**config.mk**
```make
export PLATFORM = sky130hd
export DESIGN_NAME = pnm_binary_stream_parser_unit
export DESIGN_NICKNAME = d
export VERILOG_FILES = /design/src/design/pnmbsp_pkg.sv /design/src/design/pnmbsp_div.sv /design/src/design/pnmbsp_parse.sv /design/src/design/pnm_binary_stream_parser_unit.sv
export SDC_FILE = /design/constraint.sdc
export NUM_CORES = 1
export LEC_CHECK = 0
export ABC_CLOCK_PERIOD_IN_PS = 4590
export BUFFER_PORTS_ARGS = -buffer_cell sky130_fd_sc_hd__buf_2
export CORE_MARGIN = 3
export CORE_UTILIZATION = 55
export CTS_BUF_LIST = sky130_fd_sc_hd__clkbuf_8 sky130_fd_sc_hd__clkbuf_16
export DETAILED_ROUTE_END_ITERATION = 8
export PLACE_DENSITY = 0.73
export SETUP_SLACK_MARGIN = 0.2
export SLEW_MARGIN = 20
export SYNTH_ARGS = -nofsm -noshare
export SYNTH_HDL_FRONTEND = slang
export SYNTH_SLANG_ARGS = --single-unit
```
**constraint.sdc**
```tcl
create_clock -name clk_i -period 4.59 [get_ports clk_i]
set_input_delay 1.1475 -clock clk_i [delete_from_list [all_inputs] [get_ports clk_i]]
set_output_delay 1.1475 -clock clk_i [all_outputs]
set_load 0.05 [all_outputs]
```
**src/design/pnmbsp_pkg.sv**
```systemverilog
// ----------------------------------------------------------------------------
// pnmbsp_pkg
// Shared types and constants of the binary PGM/PPM stream parser.
// ----------------------------------------------------------------------------
package pnmbsp_pkg;

  localparam int DIM_BITS_DEF  = 16;
  localparam int FRAC_BITS_DEF = 16;
  localparam int VALUE_W       = 16;
  localparam int PIXEL_W       = 17;

  localparam logic [VALUE_W-1:0] ERR_BAD_MAGIC   = 16'd0;
  localparam logic [VALUE_W-1:0] ERR_UNSUPPORTED = 16'd1;
  localparam logic [VALUE_W-1:0] ERR_BAD_NUMBER  = 16'd2;
  localparam logic [VALUE_W-1:0] ERR_BAD_MAXVAL  = 16'd3;

  typedef enum logic [2:0] {
    KIND_WIDTH  = 3'd0,
    KIND_HEIGHT = 3'd1,
    KIND_MAXVAL = 3'd2,
    KIND_PIXEL  = 3'd3,
    KIND_ERROR  = 3'd4
  } kind_e;

  typedef struct packed {
    logic               emit;
    logic               pix;
    kind_e              kind;
    logic [VALUE_W-1:0] value;
    logic [7:0]         maxval;
    logic [1:0]         channel;
    logic               last;
  } parse_res_t;

endpackage

```
**src/design/pnmbsp_div.sv**
```systemverilog
// ----------------------------------------------------------------------------
// pnmbsp_div
// Bit-serial restoring divider: component * 2^FRAC_BITS / maxval, rounded.
// ----------------------------------------------------------------------------
module pnmbsp_div #(
  parameter int FRAC_BITS = pnmbsp_pkg::FRAC_BITS_DEF
) (
  input  logic                            clk_i,
  input  logic                            rst_ni,
  input  logic                            start_i,
  input  logic [7:0]                      byte_i,
  input  logic [7:0]                      maxval_i,
  input  logic                            take_i,
  output logic                            busy_o,
  output logic                            done_o,
  output logic [pnmbsp_pkg::PIXEL_W-1:0]  pixel_o
);

  localparam int NumW = 8 + FRAC_BITS;
  localparam int CntW = $clog2(NumW + 1);
  localparam int PixW = pnmbsp_pkg::PIXEL_W;
  localparam logic [NumW-1:0] One = {{(NumW-FRAC_BITS-1){1'b0}}, 1'b1, {FRAC_BITS{1'b0}}};
  localparam logic [CntW-1:0] CntInit = CntW'(NumW);

  logic            busy_q, busy_d;
  logic [CntW-1:0] cnt_q, cnt_d;
  logic [NumW-1:0] num_q, num_d;
  logic [7:0]      rem_q, rem_d;
  logic [7:0]      den_q, den_d;
  logic [8:0]      rem_sh;
  logic [8:0]      diff;
  logic            ge;
  logic [NumW-1:0] sat;

  assign rem_sh = {rem_q, num_q[NumW-1]};
  assign ge     = rem_sh >= {1'b0, den_q};
  assign diff   = rem_sh - {1'b0, den_q};

  always_comb begin
    busy_d = busy_q;
    cnt_d  = cnt_q;
    num_d  = num_q;
    rem_d  = rem_q;
    den_d  = den_q;
    if (!busy_q) begin
      if (start_i) begin
        busy_d = 1'b1;
        cnt_d  = CntInit;
        num_d  = {byte_i, {FRAC_BITS{1'b0}}} + NumW'(maxval_i >> 1);
        rem_d  = '0;
        den_d  = maxval_i;
      end
    end else if (cnt_q != '0) begin
      cnt_d = cnt_q - CntW'(1);
      num_d = {num_q[NumW-2:0], ge};
      rem_d = ge ? diff[7:0] : rem_sh[7:0];
    end else if (take_i) begin
      busy_d = 1'b0;
    end
  end

  always_ff @(posedge clk_i or negedge rst_ni) begin
    if (!rst_ni) begin
      busy_q <= 1'b0;
      cnt_q  <= '0;
    end else begin
      busy_q <= busy_d;
      cnt_q  <= cnt_d;
    end
  end

  always_ff @(posedge clk_i) begin
    num_q <= num_d;
    rem_q <= rem_d;
    den_q <= den_d;
  end

  assign sat     = (num_q > One) ? One : num_q;
  assign busy_o  = busy_q;
  assign done_o  = busy_q && (cnt_q == '0);
  assign pixel_o = PixW'(sat[FRAC_BITS:0]);

endmodule

```
**src/design/pnmbsp_parse.sv**
```systemverilog
// ----------------------------------------------------------------------------
// pnmbsp_parse
// Header state machine: magic, decimal header numbers and pixel counting.
// ----------------------------------------------------------------------------
module pnmbsp_parse #(
  parameter int DIM_BITS = pnmbsp_pkg::DIM_BITS_DEF
) (
  input  logic                   clk_i,
  input  logic                   rst_ni,
  input  logic [7:0]             byte_i,
  input  logic                   first_i,
  input  logic                   fire_i,
  output pnmbsp_pkg::parse_res_t res_o
);

  typedef enum logic [6:0] {
    PH_MAGIC0 = 7'b0000001,
    PH_MAGIC1 = 7'b0000010,
    PH_WIDTH  = 7'b0000100,
    PH_HEIGHT = 7'b0001000,
    PH_MAXVAL = 7'b0010000,
    PH_PIXELS = 7'b0100000,
    PH_IDLE   = 7'b1000000
  } phase_e;

  localparam logic [7:0] ChP     = 8'h50;
  localparam logic [7:0] Ch0     = 8'h30;
  localparam logic [7:0] Ch1     = 8'h31;
  localparam logic [7:0] Ch4     = 8'h34;
  localparam logic [7:0] Ch5     = 8'h35;
  localparam logic [7:0] Ch6     = 8'h36;
  localparam logic [7:0] Ch9     = 8'h39;
  localparam logic [7:0] ChSpace = 8'h20;
  localparam logic [7:0] ChTab   = 8'h09;
  localparam logic [7:0] ChLf    = 8'h0A;
  localparam logic [7:0] ChCr    = 8'h0D;
  localparam logic [7:0] MaxVal  = 8'd255;

  localparam logic [15:0] DimMax = 16'((32'd1 << DIM_BITS) - 32'd1);

  phase_e              phase_q, phase_d, ph;
  logic [15:0]         acc_q, acc_d, acc_cur;
  logic                seen_q, seen_d, seen_cur;
  logic                color_q, color_d;
  logic [DIM_BITS-1:0] width_q, width_d;
  logic [DIM_BITS-1:0] height_q, height_d;
  logic [7:0]          max_q, max_d;
  logic [DIM_BITS-1:0] col_q, col_d;
  logic [DIM_BITS-1:0] row_q, row_d;
  logic [1:0]          ch_q, ch_d;

  logic                is_digit, is_ws;
  logic [19:0]         acc_sum;
  logic [DIM_BITS-1:0] dim_sat;

  assign ph       = first_i ? PH_MAGIC0 : phase_q;
  assign acc_cur  = first_i ? 16'd0 : acc_q;
  assign seen_cur = first_i ? 1'b0 : seen_q;
  assign is_digit = (byte_i >= Ch0) && (byte_i <= Ch9);
  assign is_ws    = (byte_i == ChSpace) || (byte_i == ChTab) ||
                    (byte_i == ChLf) || (byte_i == ChCr);
  assign acc_sum  = 20'({acc_cur, 3'b000}) + 20'({acc_cur, 1'b0}) + 20'(byte_i - Ch0);
  assign dim_sat  = (acc_cur > DimMax) ? DIM_BITS'(DimMax) : DIM_BITS'(acc_cur);

  always_comb begin
    phase_d  = ph;
    acc_d    = acc_cur;
    seen_d   = seen_cur;
    color_d  = color_q;
    width_d  = width_q;
    height_d = height_q;
    max_d    = max_q;
    col_d    = col_q;
    row_d    = row_q;
    ch_d     = ch_q;
    res_o         = '0;
    res_o.kind    = pnmbsp_pkg::KIND_ERROR;
    res_o.maxval  = max_q;

    unique case (ph)
      PH_MAGIC0: begin
        if (byte_i != ChP) begin
          res_o.emit  = 1'b1;
          res_o.value = pnmbsp_pkg::ERR_BAD_MAGIC;
          phase_d     = PH_IDLE;
        end else begin
          phase_d = PH_MAGIC1;
        end
      end
      PH_MAGIC1: begin
        if (byte_i >= Ch1 && byte_i <= Ch4) begin
          res_o.emit  = 1'b1;
          res_o.value = pnmbsp_pkg::ERR_UNSUPPORTED;
          phase_d     = PH_IDLE;
        end else if (byte_i != Ch5 && byte_i != Ch6) begin
          res_o.emit  = 1'b1;
          res_o.value = pnmbsp_pkg::ERR_BAD_MAGIC;
          phase_d     = PH_IDLE;
        end else begin
          color_d = (byte_i == Ch6);
          acc_d   = '0;
          seen_d  = 1'b0;
          phase_d = PH_WIDTH;
        end
      end
      PH_WIDTH, PH_HEIGHT, PH_MAXVAL: begin
        if (is_digit) begin
          acc_d  = (acc_sum > 20'd65535) ? 16'hFFFF : acc_sum[15:0];
          seen_d = 1'b1;
        end else if (!is_ws) begin
          res_o.emit  = 1'b1;
          res_o.value = pnmbsp_pkg::ERR_BAD_NUMBER;
          phase_d     = PH_IDLE;
        end else if (seen_cur) begin
          acc_d      = '0;
          seen_d     = 1'b0;
          res_o.emit = 1'b1;
          if (ph == PH_WIDTH) begin
            width_d     = dim_sat;
            res_o.kind  = pnmbsp_pkg::KIND_WIDTH;
            res_o.value = 16'(dim_sat);
            phase_d     = PH_HEIGHT;
          end else if (ph == PH_HEIGHT) begin
            height_d    = dim_sat;
            res_o.kind  = pnmbsp_pkg::KIND_HEIGHT;
            res_o.value = 16'(dim_sat);
            phase_d     = PH_MAXVAL;
          end else if (acc_cur == 16'd0 || acc_cur > 16'(MaxVal)) begin
            res_o.value = pnmbsp_pkg::ERR_BAD_MAXVAL;
            phase_d     = PH_IDLE;
          end else begin
            max_d       = acc_cur[7:0];
            col_d       = '0;
            row_d       = '0;
            ch_d        = '0;
            res_o.kind  = pnmbsp_pkg::KIND_MAXVAL;
            res_o.value = acc_cur;
            phase_d     = (width_q == '0 || height_q == '0) ? PH_IDLE : PH_PIXELS;
          end
        end
      end
      PH_PIXELS: begin
        res_o.emit    = 1'b1;
        res_o.pix     = 1'b1;
        res_o.kind    = pnmbsp_pkg::KIND_PIXEL;
        res_o.channel = color_q ? ch_q : 2'd0;
        if (ch_q >= (color_q ? 2'd2 : 2'd0)) begin
          ch_d = '0;
          if (col_q == width_q - DIM_BITS'(1)) begin
            col_d = '0;
            if (row_q == height_q - DIM_BITS'(1)) begin
              res_o.last = 1'b1;
              phase_d    = PH_IDLE;
            end else begin
              row_d = row_q + DIM_BITS'(1);
            end
          end else begin
            col_d = col_q + DIM_BITS'(1);
          end
        end else begin
          ch_d = ch_q + 2'd1;
        end
      end
      PH_IDLE: begin
        phase_d = PH_IDLE;
      end
      default: begin
        phase_d = PH_IDLE;
      end
    endcase
  end

  always_ff @(posedge clk_i or negedge rst_ni) begin
    if (!rst_ni) begin
      phase_q  <= PH_MAGIC0;
      acc_q    <= '0;
      seen_q   <= 1'b0;
      color_q  <= 1'b0;
      width_q  <= '0;
      height_q <= '0;
      max_q    <= '0;
      col_q    <= '0;
      row_q    <= '0;
      ch_q     <= '0;
    end else if (fire_i) begin
      phase_q  <= phase_d;
      acc_q    <= acc_d;
      seen_q   <= seen_d;
      color_q  <= color_d;
      width_q  <= width_d;
      height_q <= height_d;
      max_q    <= max_d;
      col_q    <= col_d;
      row_q    <= row_d;
      ch_q     <= ch_d;
    end
  end

endmodule

```
**src/design/pnm_binary_stream_parser_unit.sv**
```systemverilog
// ----------------------------------------------------------------------------
// pnm_binary_stream_parser_unit
// Binary PGM (P5) / PPM (P6) byte stream parser with pixel normalization.
// ----------------------------------------------------------------------------
// Input channel: one file byte per transaction (byte_req_i, first_i), with
// first_i high on the first byte of each file. Output channel: one result
// transaction (kind_o, value_o, pixel_o, channel_o, last_o) for each byte
// that ends a header number, carries a pixel component or raises an error.
// Header bytes pass through a one-entry input register and the parser; a
// header result is registered in the output register when its byte fires.
// A pixel component runs through a bit-serial divider, one quotient bit a
// cycle, and the parser takes no new byte until the divider has handed its
// result to the output register, so that divider sets the pixel rate. The
// input register takes the next byte while a result waits in the output
// register. When the receiver stalls, the output register holds, the
// divider holds its quotient and the input register fills, then in_ready_o
// drops. Reset empties the input and output registers, idles the divider
// and returns the parser to waiting for the magic.
// ----------------------------------------------------------------------------
module pnm_binary_stream_parser_unit #(
  parameter int DIM_BITS  = pnmbsp_pkg::DIM_BITS_DEF,
  parameter int FRAC_BITS = pnmbsp_pkg::FRAC_BITS_DEF
) (
  input  logic                             clk_i,
  input  logic                             rst_ni,
  input  logic                             in_valid_i,
  output logic                             in_ready_o,
  input  logic [7:0]                       byte_req_i,
  input  logic                             first_i,
  output logic                             out_valid_o,
  input  logic                             out_ready_i,
  output logic [2:0]                       kind_o,
  output logic [pnmbsp_pkg::VALUE_W-1:0]   value_o,
  output logic [pnmbsp_pkg::PIXEL_W-1:0]   pixel_o,
  output logic [1:0]                       channel_o,
  output logic                             last_o
);

  logic                   in_valid_q;
  logic [7:0]             byte_q;
  logic                   first_q;
  pnmbsp_pkg::parse_res_t res;
  logic                   fire, out_free, hdr_load, div_start, div_take;
  logic                   div_busy, div_done;
  logic [pnmbsp_pkg::PIXEL_W-1:0] div_pixel;
  logic [1:0]             tag_ch_q;
  logic                   tag_last_q;

  logic                   out_valid_q;
  pnmbsp_pkg::kind_e      kind_q;
  logic [pnmbsp_pkg::VALUE_W-1:0] value_q;
  logic [pnmbsp_pkg::PIXEL_W-1:0] pixel_q;
  logic [1:0]             channel_q;
  logic                   last_q;

  pnmbsp_parse #(
    .DIM_BITS(DIM_BITS)
  ) u_parse (
    .clk_i   (clk_i),
    .rst_ni  (rst_ni),
    .byte_i  (byte_q),
    .first_i (first_q),
    .fire_i  (fire),
    .res_o   (res)
  );

  pnmbsp_div #(
    .FRAC_BITS(FRAC_BITS)
  ) u_div (
    .clk_i    (clk_i),
    .rst_ni   (rst_ni),
    .start_i  (div_start),
    .byte_i   (byte_q),
    .maxval_i (res.maxval),
    .take_i   (div_take),
    .busy_o   (div_busy),
    .done_o   (div_done),
    .pixel_o  (div_pixel)
  );

  assign out_free   = !out_valid_q || out_ready_i;
  assign fire       = in_valid_q && !div_busy && (!res.emit || res.pix || out_free);
  assign hdr_load   = fire && res.emit && !res.pix;
  assign div_start  = fire && res.pix;
  assign div_take   = div_done && out_free;
  assign in_ready_o = !in_valid_q || fire;

  always_ff @(posedge clk_i or negedge rst_ni) begin
    if (!rst_ni) begin
      in_valid_q  <= 1'b0;
      out_valid_q <= 1'b0;
    end else begin
      if (in_ready_o) begin
        in_valid_q <= in_valid_i;
      end
      if (hdr_load || div_take) begin
        out_valid_q <= 1'b1;
      end else if (out_ready_i) begin
        out_valid_q <= 1'b0;
      end
    end
  end

  always_ff @(posedge clk_i) begin
    if (in_ready_o && in_valid_i) begin
      byte_q  <= byte_req_i;
      first_q <= first_i;
    end
    if (div_start) begin
      tag_ch_q   <= res.channel;
      tag_last_q <= res.last;
    end
    if (hdr_load) begin
      kind_q    <= res.kind;
      value_q   <= res.value;
      pixel_q   <= '0;
      channel_q <= '0;
      last_q    <= 1'b0;
    end else if (div_take) begin
      kind_q    <= pnmbsp_pkg::KIND_PIXEL;
      value_q   <= '0;
      pixel_q   <= div_pixel;
      channel_q <= tag_ch_q;
      last_q    <= tag_last_q;
    end
  end

  assign out_valid_o = out_valid_q;
  assign kind_o      = kind_q;
  assign value_o     = value_q;
  assign pixel_o     = pixel_q;
  assign channel_o   = channel_q;
  assign last_o      = last_q;

endmodule
```
==> run_results.csv <==
group,metric,value,unit
grt,antenna_found_initial,0,
synthesis,async_reset_ff_frac,0.5404,
setup_path,r2r-end,"u_parse.acc_q[13]$_DFFE_PN0P_",
placed_design,port_buffers,53,
cells_and_area,nNetsFinal,1331,
placed_design,gp_congestion,0.9237,
grt,grt_start_max_net_pins,68,
placed_design,place_hpwl,21290,um
setup_path,crit_fanout,8,
setup_path,reg2reg_depth,13,
sta,finalSetupViolCount,0,
drt,routed_wl,29240,um
cells_and_area,final_cells,1544,
synthesis,ys_seq_area_frac,0.4429,
setup_path,worstPathArrival,3.07,ns
setup_path,reg2reg_slack,0.46,ns
drt,viasPerCell,6.152,
cells_and_area,area_delta_synth_final,11.85,%
hold_path,min_path_type,"register to register",
setup_path,critPathLaunchType,"register",
grt,grt_pass1_wl,48330,um
synthesis,synth_seq_cells,198,
die,initial_core_util,0.5704,
synthesis,synth_nets,1267,
sta,worstMarginPinSlew,0.9153,ns
setup_path,cp-end-kind,"output port",
power,p_seq_frac,0.427,
die,die_width,152.3,um
die,dieArea,23180,um2
sta,fmax,237.1,MHz
drt,drc_errors,0,
clock_network,cts.path.max_buffers,2,
synthesis,synth.distinct_cells,79,
die,die_h,152.3,um
setup_path,cp.required,3.44,ns
setup_path,r2r-start,"first_q$_DFFE_PP_",
die,num_io_pins,54,
clock_network,clk_pin_slew,0.08,ns
sta,hold_viol,0,
synthesis,synth-edff-count,71,
hold_path,min_from,"u_parse.max_q[0]$_DFFE_PN0P_",
hold_path,holdPathStages,0,
sta,grt_setup_unrepaired,"no",
setup_path,cp_num_buf_inv,1,
sta,clock_skew,0.02141,ns
sta,min_period,4.217,ns
die,coreArea,20620,um2
power,powerDensity,432.4,nW/um2
grt,overflow,0,
synthesis,synth_area,11770,um2
sta,drv_slew,0,
grt,gr-usage-all-layers,0.2538,
cells_and_area,drive_gt1_frac,0.1421,
grt,grt_pass1_vias,9207,
drt,drtIter0Drc,684,
placed_design,dp_cells,1511,
sta,max-slew-margin-rel,0.3898,
power,switching_power,0.002112,W
synthesis,yosys_warnings,0,
clock_network,cts_inserted_buffers,17,
setup_path,path_cells,"or3_1 -> o32a_1 -> o31ai_1 -> o21a_1 -> o21ai_1 -> nand2_1 -> buf_2",
sta,fin_crit_sh,0.9188,
clock_network,cts_hold_buffers,0,
synthesis,syn_area_per_cell,9.829,um2
run_status,outcome,"finished clean",
drt,dr.pass1.iters,5,
synthesis,syn_inst,1197,
setup_path,cp-startpoint,"byte_q[0]$_DFFE_PP_",
power,combinationalPowerShare,0.288,
clock_network,cts.sink_count,198,
cells_and_area,utilization,0.6380,
synthesis,synthFlopType,"dfrtp_1",
setup_path,slowest_delay,0.57,ns
drt,vias,9498,
sta,setup_ws,0.3729,ns
setup_path,critPathTopFamily,"compound AO/OA/AOI/OAI gates",
placed_design,pre_cts_slack,0.4113,ns
clock_network,htree_levels,4,
power,switching_share,0.3711,
clock_network,clockRootBuffer,"clkbuf_16",
power,p_clk_frac,0.285,
drt,drtAntennaViolNets,0,
clock_network,cts_tree,"yes",
hold_path,holdPathEnd,"u_div.den_q[0]$_DFFE_PP_",
setup_path,critPathKind,"register to output port",
drt,post_drt_wl_per_cell,18.94,um
power,irDropWorstVdd,0.2587,mV
die,rows,52,
cells_and_area,diodes,0,
run,cap_viol_max_count,0,
setup_path,cp_slowest_cell,"edfxtp_1",
clock_network,clock_latency,0.45,ns
power,cellLeakagePower,5.688,nW
power,internal_power,0.003579,W
sta,setup_tns,0,ns
## placed cells by master, fill, tap and decap left out, types with 36 or more instances in the layout
master / instances
edfxtp_1: 71
ha_1: 44
dfrtp_1: 106
nand3_1: 36
xnor2_1: 43
nor2_1: 70
a21oi_1: 79
o21ai_0: 80
nand2_1: 74
buf_4: 36
mux2_2: 40
buf_2: 52
inv_1: 78
## stage by stage
stage	total power, W	area (um2)	hold slack (ns)
2_1_floorplan	0.003582	11770	0.4194
3_3_place_gp	0.004021	12470	0.4406
3_5_place_dp	0.004065	12470	0.4534
4_1_cts	0.005700	13130	0.4658
5_1_grt	0.005984	13160	0.4794
6_report	0.005690	13160	0.4733
## worst max-delay path by stage
stage | cells after the start | slack [ns] | end
after global placement | 12 | 0.51 | u_parse.acc_q[13]$_DFFE_PN0P_
after detailed placement | 12 | 0.41 | u_parse.acc_q[13]$_DFFE_PN0P_
after CTS | 7 | 0.35 | in_ready_o
after global routing | 15 | 0.21 | u_parse.acc_q[7]$_DFFE_PN0P_
final | 7 | 0.37 | in_ready_o
after floorplan | 15 | 0.61 | u_parse.acc_q[11]$_DFFE_PN0P_
## Yosys cell counts, types with 20 or more instances
cell type	count	area, um2
ha_1	44	550.5
nor2_1	71	266.5
edfxtp_1	71	2132
nor4_1	25	156.4
inv_1	78	292.8
mux2_2	40	450.4
nand3_1	36	180.2
xor2_1	24	210.2
clkbuf_1	40	150.1
a21oi_1	80	400.4
nand2_1	74	277.8
nand2b_1	32	200.2
o21ai_0	80	400.4
nor3_1	29	145.1
xnor2_1	43	376.6
dfrtp_1	106	2653
dfxtp_1	20	400.4
and3_1	23	143.9
nor2b_1	26	162.7
## sequential cells by signal (all words and copies together), names as in the netlist, 2 cells and up
| register | cells |
|---|---|
| byte_q | 8 |
| channel_o | 2 |
| kind_o | 3 |
| pixel_o | 17 |
| tag_ch_q | 2 |
| u_div.cnt_q | 5 |
| u_div.den_q | 8 |
| u_div.num_q | 24 |
| u_div.rem_q | 8 |
| u_parse.acc_q | 16 |
| u_parse.ch_q | 2 |
| u_parse.col_q | 16 |
| u_parse.height_q | 16 |
| u_parse.max_q | 8 |
| u_parse.phase_q | 7 |
| u_parse.row_q | 16 |
| u_parse.width_q | 16 |
| value_o | 16 |
## area by class of cell
class,instances,area (um2)
Clock buffer,17,425.4
Tap cell,270,337.8
Fill cell,1652,7466
Inverter,79,296.5
Multi-Input combinational cell,877,6130
Timing Repair Buffer,88,530.5
Sequential cell,198,5211
Clock inverter,15,227.7
## kinds of logic after synthesis
kind of cell	after synthesis	synth area share
mux	50	0.04679
flops	198	0.4429
compound gates	299	0.1659
buf+inv	122	0.03924
fa+ha+maj	57	0.06891
xor+xnor	68	0.05190
simple gates	403	0.1843
## power by group through the flow
stage,Combinational [W],Clock [W],Sequential (W)
final,0.00164,0.00162,0.00243
after global routing,0.00179,0.00172,0.00247
after CTS,0.00162,0.00165,0.00243
after detailed placement,0.00160,0,0.00247
after global placement,0.00156,0,0.00246
after floorplan,0.000986,0,0.00260
## routing by layer
metal	up-vias	global-route usage	part of all wire
met5	-	0	0
li1	4520	-	-
met2	289	0.4030	0.47
met3	44	0.05226	0.059
met4	0	0.07320	0.019
met1	4645	0.3558	0.45
## repair_timing
item	in CTS	in global routing
setup buffers	1	0
resized for setup	0	7
gates cloned	0	0
endpoints found under the setup margin	1	17
(Power assumes the default switching activity.)
